<file path="config.mk">
export PLATFORM = sky130hd
export DESIGN_NAME = nearest_neighbor_downscaler
export DESIGN_NICKNAME = d
export VERILOG_FILES = /design/src/nnd_pkg.sv /design/src/nnd_divider.sv /design/src/nnd_setup.sv /design/src/nnd_front.sv /design/src/nnd_queue.sv /design/src/nearest_neighbor_downscaler.sv
export SDC_FILE = /design/constraint.sdc
export NUM_CORES = 2
export LEC_CHECK = 0
export ABC_AREA = 1
export BUFFER_PORTS_ARGS = -buffer_cell sky130_fd_sc_hd__buf_2
export CAP_MARGIN = 20
export CORE_ASPECT_RATIO = 1.4
export CORE_MARGIN = 4
export CORE_UTILIZATION = 41
export CTS_CLUSTER_DIAMETER = 60
export DETAILED_ROUTE_END_ITERATION = 10
export SETUP_SLACK_MARGIN = 0.05
export SLEW_MARGIN = 20
export SYNTH_ARGS = -nofsm -noshare
export SYNTH_HDL_FRONTEND = slang
export SYNTH_HIERARCHICAL = 1
export SYNTH_SLANG_ARGS = --single-unit
</file>
<file path="constraint.sdc">
create_clock -name clk -period 6.9 [get_ports clk]
set_input_delay 1.725 -clock clk [delete_from_list [all_inputs] [get_ports clk]]
set_output_delay 1.725 -clock clk [all_outputs]
set_load 0.05 [all_outputs]
</file>
<file path="src/nnd_pkg.sv">
// types, constants and codes of the nearest neighbor downscaler
package nnd_pkg;

	localparam int unsigned SIDE_W             = 15;
	localparam int unsigned PIXEL_W            = 32;
	localparam int unsigned PROD_W             = 2 * SIDE_W;
	localparam int unsigned CFG_IDX_W          = 2;
	localparam int unsigned QUEUE_DEPTH        = 4;
	localparam int unsigned MAX_SIDE_LIMIT_DEF = 16384;

	localparam logic [SIDE_W-1:0] RST_SRC_WIDTH  = SIDE_W'(1);
	localparam logic [SIDE_W-1:0] RST_SRC_HEIGHT = SIDE_W'(1);
	localparam logic [SIDE_W-1:0] RST_MAX_SIDE   = SIDE_W'(4096);

	typedef enum logic [CFG_IDX_W-1:0] {
		CFG_SRC_WIDTH  = 2'd0,
		CFG_SRC_HEIGHT = 2'd1,
		CFG_MAX_SIDE   = 2'd2
	} cfg_idx_t;

	typedef enum logic [3:0] {
		ST_IDLE,
		ST_PREP,
		ST_MUL,
		ST_OW_GO,
		ST_OW_WAIT,
		ST_OH_GO,
		ST_OH_WAIT,
		ST_SW_GO,
		ST_SW_WAIT,
		ST_SH_GO,
		ST_SH_WAIT
	} setup_state_t;

	typedef struct packed {
		logic [PIXEL_W-1:0] pixel_in;
		logic               frame_start;
	} in_item_t;

	typedef struct packed {
		logic [PIXEL_W-1:0] pixel_out;
		logic               row_end;
		logic               frame_end;
	} out_item_t;

	// frame geometry handed from the setup unit to the classifier
	typedef struct packed {
		logic              restart;
		logic [SIDE_W-1:0] src_w;
		logic [SIDE_W-1:0] src_h;
		logic [SIDE_W-1:0] out_w;
		logic [SIDE_W-1:0] out_h;
		logic [SIDE_W-1:0] col_whole;
		logic [SIDE_W-1:0] col_frac;
		logic [SIDE_W-1:0] row_whole;
		logic [SIDE_W-1:0] row_frac;
	} geom_t;

endpackage

</file>
<file path="src/nnd_divider.sv">
// restoring divider, one quotient bit per cycle
module nnd_divider (
	input  logic                        clk,
	input  logic                        arst_n,
	input  logic                        start,
	input  logic [nnd_pkg::PROD_W-1:0]  dividend,
	input  logic [nnd_pkg::SIDE_W-1:0]  divisor,
	output logic [nnd_pkg::PROD_W-1:0]  quotient,
	output logic [nnd_pkg::SIDE_W-1:0]  remainder,
	output logic                        done
);
	import nnd_pkg::*;

	localparam int unsigned CNT_W = $clog2(PROD_W);

	logic                busy_q;
	logic                done_q;
	logic [CNT_W-1:0]    count_q;
	logic [PROD_W-1:0]   quo_q;
	logic [SIDE_W-1:0]   rem_q;
	logic [SIDE_W-1:0]   dvs_q;
	logic [SIDE_W:0]     trial;
	logic [SIDE_W:0]     diff;
	logic                ge;
	logic [SIDE_W-1:0]   next_rem;

	always_comb begin
		trial    = {rem_q, quo_q[PROD_W-1]};
		diff     = trial - {1'b0, dvs_q};
		ge       = (trial >= {1'b0, dvs_q});
		next_rem = ge ? diff[SIDE_W-1:0] : trial[SIDE_W-1:0];
	end

	always_ff @(posedge clk or negedge arst_n) begin
		if (!arst_n) begin
			busy_q  <= 1'b0;
			done_q  <= 1'b0;
			count_q <= '0;
		end else begin
			done_q <= 1'b0;
			if (start) begin
				busy_q  <= 1'b1;
				count_q <= CNT_W'(PROD_W - 1);
			end else if (busy_q) begin
				count_q <= count_q - CNT_W'(1);
				if (count_q == '0) begin
					busy_q <= 1'b0;
					done_q <= 1'b1;
				end
			end
		end
	end

	always_ff @(posedge clk) begin
		if (start) begin
			quo_q <= dividend;
			rem_q <= '0;
			dvs_q <= divisor;
		end else if (busy_q) begin
			quo_q <= {quo_q[PROD_W-2:0], ge};
			rem_q <= next_rem;
		end
	end

	assign quotient  = quo_q;
	assign remainder = rem_q;
	assign done      = done_q;

endmodule

</file>
<file path="src/nnd_setup.sv">
// configuration registers and recompute of output size and sampling steps
module nnd_setup #(
	parameter int unsigned MAX_SIDE_LIMIT = nnd_pkg::MAX_SIDE_LIMIT_DEF
) (
	input  logic                          clk,
	input  logic                          arst_n,
	input  logic                          cfg_valid,
	output logic                          cfg_ready,
	input  logic [nnd_pkg::CFG_IDX_W-1:0] cfg_index,
	input  logic [nnd_pkg::SIDE_W-1:0]    cfg_data,
	output nnd_pkg::geom_t                geom
);
	import nnd_pkg::*;

	localparam logic [SIDE_W+1:0] LIMIT_V = (SIDE_W+2)'(MAX_SIDE_LIMIT);

	function automatic logic [SIDE_W-1:0] clamp_side(
		input logic [SIDE_W-1:0] v,
		input logic              zero_as_one
	);
		logic [SIDE_W-1:0] r;
		r = v;
		if (v == '0 && zero_as_one)
			r = SIDE_W'(1);
		else if ({2'b00, v} > LIMIT_V)
			r = LIMIT_V[SIDE_W-1:0];
		return r;
	endfunction

	setup_state_t state_q, state_d;

	logic [SIDE_W-1:0] src_w_q, src_h_q, max_side_q;
	logic [SIDE_W-1:0] w_q, h_q, lim_q, longer_q;
	logic [PROD_W-1:0] prod_w_q, prod_h_q;
	logic [SIDE_W-1:0] out_w_q, out_h_q;
	logic [SIDE_W-1:0] col_whole_q, col_frac_q, row_whole_q, row_frac_q;

	logic [SIDE_W-1:0] w_c, h_c, lim_c, longer_c;
	logic              byp_c;
	logic              cfg_write;
	logic              cfg_known;

	logic              div_start;
	logic [PROD_W-1:0] div_dividend;
	logic [SIDE_W-1:0] div_divisor;
	logic [PROD_W-1:0] div_quotient;
	logic [SIDE_W-1:0] div_remainder;
	logic              div_done;
	logic [SIDE_W-1:0] quo_side;

	nnd_divider u_divider (
		.clk       (clk),
		.arst_n    (arst_n),
		.start     (div_start),
		.dividend  (div_dividend),
		.divisor   (div_divisor),
		.quotient  (div_quotient),
		.remainder (div_remainder),
		.done      (div_done)
	);

	always_comb begin
		w_c      = clamp_side(src_w_q, 1'b1);
		h_c      = clamp_side(src_h_q, 1'b1);
		lim_c    = clamp_side(max_side_q, 1'b0);
		longer_c = (w_c > h_c) ? w_c : h_c;
		byp_c    = (lim_c == '0) || (longer_c <= lim_c);
		quo_side = div_quotient[SIDE_W-1:0];
	end

	assign cfg_ready = (state_q == ST_IDLE);
	assign cfg_write = cfg_valid && cfg_ready;
	assign cfg_known = (cfg_index == CFG_SRC_WIDTH) || (cfg_index == CFG_SRC_HEIGHT) ||
		(cfg_index == CFG_MAX_SIDE);

	always_ff @(posedge clk or negedge arst_n) begin
		if (!arst_n) begin
			state_q <= ST_IDLE;
		end else begin
			state_q <= state_d;
		end
	end

	always_comb begin
		state_d      = state_q;
		div_start    = 1'b0;
		div_dividend = '0;
		div_divisor  = SIDE_W'(1);
		unique case (state_q)
			ST_IDLE: begin
				if (cfg_write && cfg_known)
					state_d = ST_PREP;
			end
			ST_PREP: begin
				state_d = byp_c ? ST_IDLE : ST_MUL;
			end
			ST_MUL: begin
				state_d = ST_OW_GO;
			end
			ST_OW_GO: begin
				div_start    = 1'b1;
				div_dividend = prod_w_q;
				div_divisor  = longer_q;
				state_d      = ST_OW_WAIT;
			end
			ST_OW_WAIT: begin
				if (div_done)
					state_d = ST_OH_GO;
			end
			ST_OH_GO: begin
				div_start    = 1'b1;
				div_dividend = prod_h_q;
				div_divisor  = longer_q;
				state_d      = ST_OH_WAIT;
			end
			ST_OH_WAIT: begin
				if (div_done)
					state_d = ST_SW_GO;
			end
			ST_SW_GO: begin
				div_start    = 1'b1;
				div_dividend = PROD_W'(w_q);
				div_divisor  = out_w_q;
				state_d      = ST_SW_WAIT;
			end
			ST_SW_WAIT: begin
				if (div_done)
					state_d = ST_SH_GO;
			end
			ST_SH_GO: begin
				div_start    = 1'b1;
				div_dividend = PROD_W'(h_q);
				div_divisor  = out_h_q;
				state_d      = ST_SH_WAIT;
			end
			ST_SH_WAIT: begin
				if (div_done)
					state_d = ST_IDLE;
			end
			default: begin
				state_d = ST_IDLE;
			end
		endcase
	end

	always_ff @(posedge clk or negedge arst_n) begin
		if (!arst_n) begin
			src_w_q     <= RST_SRC_WIDTH;
			src_h_q     <= RST_SRC_HEIGHT;
			max_side_q  <= RST_MAX_SIDE;
			w_q         <= SIDE_W'(1);
			h_q         <= SIDE_W'(1);
			out_w_q     <= SIDE_W'(1);
			out_h_q     <= SIDE_W'(1);
			col_whole_q <= SIDE_W'(1);
			col_frac_q  <= '0;
			row_whole_q <= SIDE_W'(1);
			row_frac_q  <= '0;
		end else begin
			if (cfg_write) begin
				unique case (cfg_index)
					CFG_SRC_WIDTH:  src_w_q    <= cfg_data;
					CFG_SRC_HEIGHT: src_h_q    <= cfg_data;
					CFG_MAX_SIDE:   max_side_q <= cfg_data;
					default: ;
				endcase
			end
			if (state_q == ST_PREP) begin
				w_q <= w_c;
				h_q <= h_c;
				// pass-through keeps every pixel
				if (byp_c) begin
					out_w_q     <= w_c;
					out_h_q     <= h_c;
					col_whole_q <= SIDE_W'(1);
					col_frac_q  <= '0;
					row_whole_q <= SIDE_W'(1);
					row_frac_q  <= '0;
				end
			end
			if (div_done) begin
				case (state_q)
					ST_OW_WAIT: out_w_q <= (quo_side == '0) ? SIDE_W'(1) : quo_side;
					ST_OH_WAIT: out_h_q <= (quo_side == '0) ? SIDE_W'(1) : quo_side;
					ST_SW_WAIT: begin
						col_whole_q <= quo_side;
						col_frac_q  <= div_remainder;
					end
					ST_SH_WAIT: begin
						row_whole_q <= quo_side;
						row_frac_q  <= div_remainder;
					end
					default: ;
				endcase
			end
		end
	end

	always_ff @(posedge clk) begin
		if (state_q == ST_PREP) begin
			lim_q    <= lim_c;
			longer_q <= longer_c;
		end
		if (state_q == ST_MUL) begin
			prod_w_q <= PROD_W'(w_q) * PROD_W'(lim_q);
			prod_h_q <= PROD_W'(h_q) * PROD_W'(lim_q);
		end
	end

	always_comb begin
		geom.restart   = cfg_write && cfg_known;
		geom.src_w     = w_q;
		geom.src_h     = h_q;
		geom.out_w     = out_w_q;
		geom.out_h     = out_h_q;
		geom.col_whole = col_whole_q;
		geom.col_frac  = col_frac_q;
		geom.row_whole = row_whole_q;
		geom.row_frac  = row_frac_q;
	end

endmodule

</file>
<file path="src/nnd_front.sv">
// position tracking: decides per source pixel whether it is kept
module nnd_front (
	input  logic               clk,
	input  logic               arst_n,
	input  logic               accept,
	input  nnd_pkg::in_item_t  in_item,
	input  nnd_pkg::geom_t     geom,
	output logic               keep,
	output nnd_pkg::out_item_t out_item
);
	import nnd_pkg::*;

	logic [SIDE_W-1:0] src_col_q, src_row_q, dst_col_q, dst_row_q;
	logic [SIDE_W-1:0] wcol_q, crem_q, wrow_q, rrem_q;

	logic [SIDE_W-1:0] e_src_col, e_src_row, e_dst_col, e_dst_row;
	logic [SIDE_W-1:0] e_wcol, e_crem, e_wrow, e_rrem;
	logic [SIDE_W-1:0] n_src_col, n_src_row, n_dst_col, n_dst_row;
	logic [SIDE_W-1:0] n_wcol, n_crem, n_wrow, n_rrem;
	logic [SIDE_W:0]   csum, rsum, cdiff, rdiff;
	logic              cwrap, rwrap;
	logic              hit, re, fe, last_col, last_row, row_kept;

	always_comb begin
		// frame_start restarts counting on this very pixel
		e_src_col = in_item.frame_start ? '0 : src_col_q;
		e_src_row = in_item.frame_start ? '0 : src_row_q;
		e_dst_col = in_item.frame_start ? '0 : dst_col_q;
		e_dst_row = in_item.frame_start ? '0 : dst_row_q;
		e_wcol    = in_item.frame_start ? '0 : wcol_q;
		e_crem    = in_item.frame_start ? '0 : crem_q;
		e_wrow    = in_item.frame_start ? '0 : wrow_q;
		e_rrem    = in_item.frame_start ? '0 : rrem_q;

		hit = (e_src_row == e_wrow) && (e_src_col == e_wcol) &&
			(e_dst_row < geom.out_h) && (e_dst_col < geom.out_w);
		re  = (({1'b0, e_dst_col} + 1'b1) == {1'b0, geom.out_w});
		fe  = re && (({1'b0, e_dst_row} + 1'b1) == {1'b0, geom.out_h});

		csum  = {1'b0, e_crem} + {1'b0, geom.col_frac};
		cwrap = (csum >= {1'b0, geom.out_w});
		cdiff = csum - {1'b0, geom.out_w};
		rsum  = {1'b0, e_rrem} + {1'b0, geom.row_frac};
		rwrap = (rsum >= {1'b0, geom.out_h});
		rdiff = rsum - {1'b0, geom.out_h};

		last_col = (({1'b0, e_src_col} + 1'b1) >= {1'b0, geom.src_w});
		last_row = (({1'b0, e_src_row} + 1'b1) >= {1'b0, geom.src_h});
		row_kept = (e_src_row == e_wrow);

		n_src_col = e_src_col;
		n_src_row = e_src_row;
		n_dst_col = e_dst_col;
		n_dst_row = e_dst_row;
		n_wcol    = e_wcol;
		n_crem    = e_crem;
		n_wrow    = e_wrow;
		n_rrem    = e_rrem;

		if (hit) begin
			n_dst_col = e_dst_col + SIDE_W'(1);
			n_crem    = cwrap ? cdiff[SIDE_W-1:0] : csum[SIDE_W-1:0];
			n_wcol    = e_wcol + geom.col_whole + SIDE_W'(cwrap);
		end

		if (last_col) begin
			n_src_col = '0;
			n_dst_col = '0;
			n_wcol    = '0;
			n_crem    = '0;
			if (last_row) begin
				n_src_row = '0;
				n_dst_row = '0;
				n_wrow    = '0;
				n_rrem    = '0;
			end else begin
				n_src_row = e_src_row + SIDE_W'(1);
				if (row_kept) begin
					n_dst_row = e_dst_row + SIDE_W'(1);
					n_rrem    = rwrap ? rdiff[SIDE_W-1:0] : rsum[SIDE_W-1:0];
					n_wrow    = e_wrow + geom.row_whole + SIDE_W'(rwrap);
				end
			end
		end else begin
			n_src_col = e_src_col + SIDE_W'(1);
		end
	end

	always_ff @(posedge clk or negedge arst_n) begin
		if (!arst_n) begin
			src_col_q <= '0;
			src_row_q <= '0;
			dst_col_q <= '0;
			dst_row_q <= '0;
			wcol_q    <= '0;
			crem_q    <= '0;
			wrow_q    <= '0;
			rrem_q    <= '0;
		end else if (geom.restart) begin
			src_col_q <= '0;
			src_row_q <= '0;
			dst_col_q <= '0;
			dst_row_q <= '0;
			wcol_q    <= '0;
			crem_q    <= '0;
			wrow_q    <= '0;
			rrem_q    <= '0;
		end else if (accept) begin
			src_col_q <= n_src_col;
			src_row_q <= n_src_row;
			dst_col_q <= n_dst_col;
			dst_row_q <= n_dst_row;
			wcol_q    <= n_wcol;
			crem_q    <= n_crem;
			wrow_q    <= n_wrow;
			rrem_q    <= n_rrem;
		end
	end

	assign keep               = accept && hit;
	assign out_item.pixel_out = in_item.pixel_in;
	assign out_item.row_end   = re;
	assign out_item.frame_end = fe;

endmodule

</file>
<file path="src/nnd_queue.sv">
// short queue of kept items, output side of the block
module nnd_queue (
	input  logic               clk,
	input  logic               arst_n,
	input  logic               wr_en,
	input  nnd_pkg::out_item_t wr_item,
	input  logic               pop,
	output logic               full,
	output logic               empty,
	output nnd_pkg::out_item_t rd_item
);
	import nnd_pkg::*;

	localparam int unsigned PTR_W = $clog2(QUEUE_DEPTH);
	localparam int unsigned CNT_W = $clog2(QUEUE_DEPTH + 1);

	out_item_t        queue_q [QUEUE_DEPTH];
	logic [PTR_W-1:0] wr_ptr_q, rd_ptr_q;
	logic [CNT_W-1:0] count_q;
	logic             rd_en;

	assign full    = (count_q == CNT_W'(QUEUE_DEPTH));
	assign empty   = (count_q == '0);
	assign rd_en   = pop && !empty;
	assign rd_item = queue_q[rd_ptr_q];

	always_ff @(posedge clk or negedge arst_n) begin
		if (!arst_n) begin
			wr_ptr_q <= '0;
			rd_ptr_q <= '0;
			count_q  <= '0;
		end else begin
			if (wr_en)
				wr_ptr_q <= (wr_ptr_q == PTR_W'(QUEUE_DEPTH - 1)) ? '0 : wr_ptr_q + PTR_W'(1);
			if (rd_en)
				rd_ptr_q <= (rd_ptr_q == PTR_W'(QUEUE_DEPTH - 1)) ? '0 : rd_ptr_q + PTR_W'(1);
			if (wr_en && !rd_en)
				count_q <= count_q + CNT_W'(1);
			else if (rd_en && !wr_en)
				count_q <= count_q - CNT_W'(1);
		end
	end

	always_ff @(posedge clk) begin
		if (wr_en)
			queue_q[wr_ptr_q] <= wr_item;
	end

endmodule

</file>
<file path="src/nearest_neighbor_downscaler.sv">
// a kept item enters the result queue when it is accepted and leaves it in order
// throughput: one source item per cycle while the four-entry queue has room and no
// recompute runs; a known register write recomputes sizes in a serial divider and
// holds input off for prep, multiply and 4 divisions, or prep only in pass-through
// reset (async, active low): registers 1, 1, 4096, pass-through geometry, queue empty
module nearest_neighbor_downscaler #(
	parameter int unsigned MAX_SIDE_LIMIT = nnd_pkg::MAX_SIDE_LIMIT_DEF
) (
	input  logic                          clk,
	input  logic                          arst_n,
	input  logic                          push,
	output logic                          full,
	input  nnd_pkg::in_item_t             in_item,
	input  logic                          pop,
	output logic                          empty,
	output nnd_pkg::out_item_t            out_item,
	input  logic                          cfg_valid,
	output logic                          cfg_ready,
	input  logic [nnd_pkg::CFG_IDX_W-1:0] cfg_index,
	input  logic [nnd_pkg::SIDE_W-1:0]    cfg_data
);
	import nnd_pkg::*;

	geom_t     geom;
	logic      accept;
	logic      keep;
	logic      queue_full;
	out_item_t kept_item;

	nnd_setup #(
		.MAX_SIDE_LIMIT (MAX_SIDE_LIMIT)
	) u_setup (
		.clk       (clk),
		.arst_n    (arst_n),
		.cfg_valid (cfg_valid),
		.cfg_ready (cfg_ready),
		.cfg_index (cfg_index),
		.cfg_data  (cfg_data),
		.geom      (geom)
	);

	// input waits while the geometry is being recomputed
	assign full   = queue_full || !cfg_ready;
	assign accept = push && !full;

	nnd_front u_front (
		.clk      (clk),
		.arst_n   (arst_n),
		.accept   (accept),
		.in_item  (in_item),
		.geom     (geom),
		.keep     (keep),
		.out_item (kept_item)
	);

	nnd_queue u_queue (
		.clk     (clk),
		.arst_n  (arst_n),
		.wr_en   (keep),
		.wr_item (kept_item),
		.pop     (pop),
		.full    (queue_full),
		.empty   (empty),
		.rd_item (out_item)
	);

endmodule

</file>
Word-level counts from Yosys, hierarchy flattened
Memory sizes are Yosys's and may differ from the RTL's.
Index checks and enable logic that the tools add are counted.

operators by class
  $add $sub $neg = 22
  multipliers = 2
  $lt $le $gt $ge = 12
  eq/ne operators = 24
  multiplexer cells = 102
  reduce and logical (&&, ||, !) cells = 37

operators by type and width
  cell                                                             number
  15-bit two-way mux                                               76
  30-bit one-hot mux with 4 select lines                           1
  16-bit by 15-bit >= comparator with 1-bit output                 5
  15-bit by 1-bit adder with 16-bit output, second input constant  4
  15-bit by 1-bit adder with 15-bit output, second input constant  4
  15-bit zero test                                                 4
  15-bit by 15-bit multiplier with 30-bit output                   2
  30-bit two-way mux                                               2
  15-bit > comparator, second input constant                       3
  15-bit one-hot mux with 3 select lines                           1
  15-bit subtractor                                                3
  4-bit one-hot mux with 11 select lines                           1
  15-bit by 15-bit adder with 16-bit output                        2
  16-bit by 15-bit == test with 1-bit output                       2
  15-bit by 1-bit adder with 15-bit output                         2
  15-bit adder                                                     2
  15-bit == test                                                   2
  15-bit less-than comparator                                      2
  4-bit two-way mux                                                5
  4-bit by 3-bit == test with 1-bit output, second input constant  4
  15-bit > comparator                                              1
  15-bit less-or-equal comparator                                  1
  4-bit == test, second input constant                             3
  1-bit logical AND                                                11
  other kinds (26)                                                 56

word-level totals
  register bits = 453
  memory bits (writable) = 136
  input bits = 55
  output and inout bits = 37
  logic and storage cells = 233
  memories = 1

memory list
  name             words  bits a word  read ports  clocked after memory_dff  write ports  RTL line         text
  u_queue.queue_q  4      34           1           0                         1            nnd_queue.sv:17  out_item_t queue_q [QUEUE_DEPTH];

Longest topological paths before layout
  depth in word-level cells = 11
  depth in mapped cells = 41
  gate-level depth less buffers = 37

Hierarchy
Netlist, hierarchy kept.

by module, submodules not included
  module                       instances  cells an instance  area an instance (µm²)  sequential area each (µm²)
  nnd_setup                    1          3274               26975.9                 6942.9
  nnd_front                    1          2591               15636.2                 3002.9
  nnd_queue                    1          452                5796.8                  4259.1
  nnd_divider                  1          489                3814.9                  1826.8
  nearest_neighbor_downscaler  1          4                  20.0                    0.0

Worst setup path after synthesis
OpenSTA, ideal clock, no wires.

  path kind = input port to flip-flop
  from = input port in_item[0] in the netlist's numbering
  to = register u_front.wcol_q[14]
  setup time = 0.116 ns
  arrival = 7.076 ns
  required time = 6.784 ns
  setup slack = -0.292 ns
  stages = 37
  path buffers = 8
  cell sequence = buf_4 -> buf_6 -> buf_2 -> buf_2 -> buf_2 -> clkbuf_1 -> buf_2 -> nor2_1 -> ha_1 -> a21oi_1 -> o21a_1 -> nand3_1 -> or2_2 -> nand2_1 -> inv_1 -> ha_1 -> a21oi_1 -> o21ai_0 -> a21oi_1 -> nand2_1 -> nand2_1 -> nand3_1 -> clkbuf_1 -> fa_1 -> fa_1 -> nand3_1 -> nand2_1 -> a21oi_1 -> o21bai_1 -> nand3_1 -> nand2_1 -> nand2_1 -> nand2_1 -> nand2_1 -> nand2_1 -> nand2_1 -> nand2_1

between the ends
  cells in the longest elaborated chain, start to end = 9
  elaborated cells between the ends (all ways) = 24
  those cells by class = add/sub (4); order compare (4); eq/ne (2); mux (11); reduce/logical (3)

ends and longest elaborated chain
  element                                                                                            RTL line                           text
  start, declared                                                                                    nearest_neighbor_downscaler.sv:13  input nnd_pkg::in_item_t in_item,
  parallel branches: the longest is 6 deep, another holds 15-bit by 15-bit adder with 16-bit output  --
  15-bit two-way mux (*)                                                                             nnd_front.sv:66                    if (last_col) begin
  15-bit two-way mux (*)                                                                             nnd_front.sv:108                   end else if (accept) begin
  15-bit two-way mux (*)                                                                             nnd_front.sv:99                    end else if (geom.restart) begin
  end signal, assigned                                                                               nnd_front.sv:113                   wcol_q <= n_wcol;
  end, declared                                                                                      nnd_front.sv:14                    logic [SIDE_W-1:0] wcol_q, crem_q, wrow_q, rrem_q;

Every way passes the cells marked *. The select of a mux whose other input is x is not followed.
A chain may end at the register's enable or synchronous reset.

Worst setup path in the final report
  from = register u_setup.lim_q[0]
  to = register u_setup.prod_h_q[28], data pin

between the ends
  cells in the longest elaborated chain, start to end = 1

ends and longest elaborated chain
  element                                         RTL line          text
  start, declared                                 nnd_setup.sv:33   logic [SIDE_W-1:0] w_q, h_q, lim_q, longer_q;
  start signal, assigned                          nnd_setup.sv:201  lim_q <= lim_c;
  15-bit by 15-bit multiplier with 30-bit output  nnd_setup.sv:206  prod_h_q <= PROD_W'(h_q) * PROD_W'(lim_q);
  end signal, assigned                            nnd_setup.sv:206
  end, declared                                   nnd_setup.sv:34   logic [PROD_W-1:0] prod_w_q, prod_h_q;

Every way passes these cells.

==> results_dict.tcl <==
set metrics [dict create \
    async_flop_share 0.514 \
    drive_gt1_frac 0.0579 \
    dr.pass1.iters 5 \
    root_buffer "clkbuf_16" \
    critPathArrivalTime_ns 6.67 \
    synth_edf_count 271 \
    numCtsBuffers 68 \
    rsz0062_at_grt "no" \
    drv_slew 0 \
    ys_warn_count 6 \
    peakVddDrop_v 0.000184 \
    postCtsHoldBufs 0 \
    core_area_um2 126000 \
    top_usage_layer "met2" \
    cts-resized-gates 0 \
    grt.met2_usage 0.435 \
    wl_per_cell_um 19.0 \
    fin_tns_setup_ns 0 \
    syn_nets 7596 \
    critPathKind "reg2reg" \
    clk_pin_slew_ns 0.07 \
    drtIter0Drc 2876 \
    gr-total-overflow 0 \
    dieHeight_um 430 \
    reg2regPathDepth 18 \
    yosysUniqueCellTypes 64 \
    required_ns 7.35 \
    syn_area_um2 52200 \
    antenna_cells 0 \
    drt_wl_total_um 160000 \
    design_area_um2 56700 \
    power_leakage_nw 28.9 \
    dp_hpwl_um 123000 \
    ant_nets 0 \
    fmax_mhz 161 \
    relSlewSlack 0.216 \
    grt_pass1_vias 45100 \
    vias 44100 \
    grt_pass1_wl_um 252000 \
    outcome "finished, final reports clean" \
    use_met1 0.272 \
    avgSynthCellArea_um2 7.67 \
    setup_viol_count_final 0 \
    dp_cells 8337 \
    skew_ns 0.0417 \
    crit_fanout 19 \
    synth_ff_type "dfrtp_1" \
    cts_tree "built" \
    min_period_ns 6.22 \
    utilization 0.449 \
    clock_sink_count 589 \
    h-tree-depth 3 \
    hold_viol 0 \
    placed_area_um2 54200 \
    ys_seq_area_frac 0.307 \
    io_pins 92 \
    clock_latency_ns 0.67 \
    hp-class "reg2reg" \
    maxCapViolCount 0 \
    holdWs_ns 0.478 \
    cp-start-kind "flip-flop" \
    clockBufferDepth 3 \
    globalplace.congestion 0.947 \
    syn_inst 6810 \
    antenna_found_initial 1 \
    powerDensity_nw_per_um2 170 \
    worst_pin_slew_ns 1.18 \
    gr-usage-met3 0.0261 \
    initial_core_util 0.414 \
    finalNonFillerCells 8462 \
    post-cts-setup-buffer-count 0 \
    fin_crit_sh 0.902 \
    fp-row-count 154 \
    drc 0 \
    syn2layout_area_growth_pct 8.45 \
    grt_usage 0.243 \
    hold_path_depth 2 \
    synth_top_area_share 0.156 \
    grt_max_degree 134 \
    synth_largest_area_cell "edfxtp_1" \
    die_area_um2 133000 \
    vias_per_cell 5.21 \
    die_w_um 310 \
    synth-seq-cells 589 \
    endpoint_kind "flip-flop" \
    io_buffer_count 91 \
    nNetsFinal 7555 \
    synthTopCellsByArea "edfxtp_1, dfrtp_1, nand2_1" \
]
[worst max-delay path, stage by stage, from the launching register on]
cell      delay [ns]
edfxtp_1        0.97
nand2_1         0.18
fa_1            0.58
fa_1            0.55
inv_1           0.05
fa_1            0.50
inv_1           0.05
fa_1            0.55
fa_1            0.45
fa_1            0.49
inv_1           0.04
ha_1            0.35
nand2_1         0.12
o21ai_0         0.18
inv_1           0.10
o21ai_0         0.29
a21oi_1         0.11
nand2_1         0.11
xor2_1          0.34
[power by group]
part           internal (W)  switching [W]  leakage (nW)
sequential          0.00372      0.0000710          6.28
combinational      0.000486        0.00138          21.5
clock               0.00231        0.00165          1.16
total               0.00651        0.00310          28.9
[cells in the final DEF, fill, tap and decap left out, types with 40 or more instances in the layout]
cell / count
ha_1: 387
a21oi_1: 228
xnor2_1: 54
dfrtp_1: 293
nand3_1: 388
fa_1: 344
xor2_1: 109
buf_4: 93
nand2_1: 1899
edfxtp_1: 271
nor2_1: 454
nand4_1: 76
buf_2: 89
inv_1: 1260
nor3_1: 58
o21ai_1: 40
o211ai_1: 83
o21ai_0: 293
clkbuf_16: 70
[kinds of logic (layout without fill, tap and decap cells)]
family | count (synthesis) | in the layout | synth area share
compound gates | 779 | 779 | 0.0858
flops | 589 | 589 | 0.307
fa+ha+maj | 731 | 731 | 0.224
buf+inv | 1572 | 1586 | 0.120
xor+xnor | 164 | 164 | 0.0278
simple gates | 2975 | 2975 | 0.235
[cell usage after synthesis (76+ instances only)]
cell type	count
edfxtp_1	271
o21ai_0	293
nand4_1	76
dfrtp_1	294
a21oi_1	228
inv_1	1260
clkbuf_1	179
o211ai_1	83
nand2_1	1899
ha_1	387
nand3_1	392
fa_1	344
xor2_1	109
nor2_1	460
[sequential cells by signal, indices dropped and copies added, names as in the netlist, 30 cells and up]
register / count
u_queue/queue_q: 136
u_setup/prod_h_q: 30
u_setup/prod_w_q: 30
u_setup/u_divider/quotient: 30
[stage by stage]
step           setup slack [ns]  total power (W)
2_1_floorplan            0.0726          0.00528
3_3_place_gp              0.171          0.00572
3_5_place_dp              0.141          0.00574
4_1_cts                   0.670          0.00973
5_1_grt                   0.174           0.0101
6_report                  0.675          0.00961
[cell type report]
class	instances	area (µm²)
Fill cell	12700	69500
Multi-Input combinational cell	4649	30000
Sequential cell	589	16000
Tap cell	1638	2050
Clock buffer	79	1810
Clock inverter	46	636
Timing Repair Buffer	194	1380
Inverter	1267	4760
[worst paths after layout]
kind,from,to,slack (ns)
setup / recovery,u_setup/lim_q[0],u_setup/prod_h_q[28],0.68
hold / removal,u_front/wrow_q[1],u_front/wrow_q[1],0.48
setup reg to reg,u_setup/lim_q[0],u_setup/prod_h_q[28],0.68
hold reg to reg,u_front/wrow_q[1],u_front/wrow_q[1],0.48
max in group asynchronous,arst_n,u_setup/max_side_q[10],4.66
min in group asynchronous,arst_n,u_front/dst_row_q[0],0.99
[per-layer routing]
metal,part of all wire,wire length (µm)
met2,0.51,81100
met1,0.38,60700
met3,0.038,6140
met4,0.077,12400
met5,0.000094,15
Power figures use the tool's default switching activity.
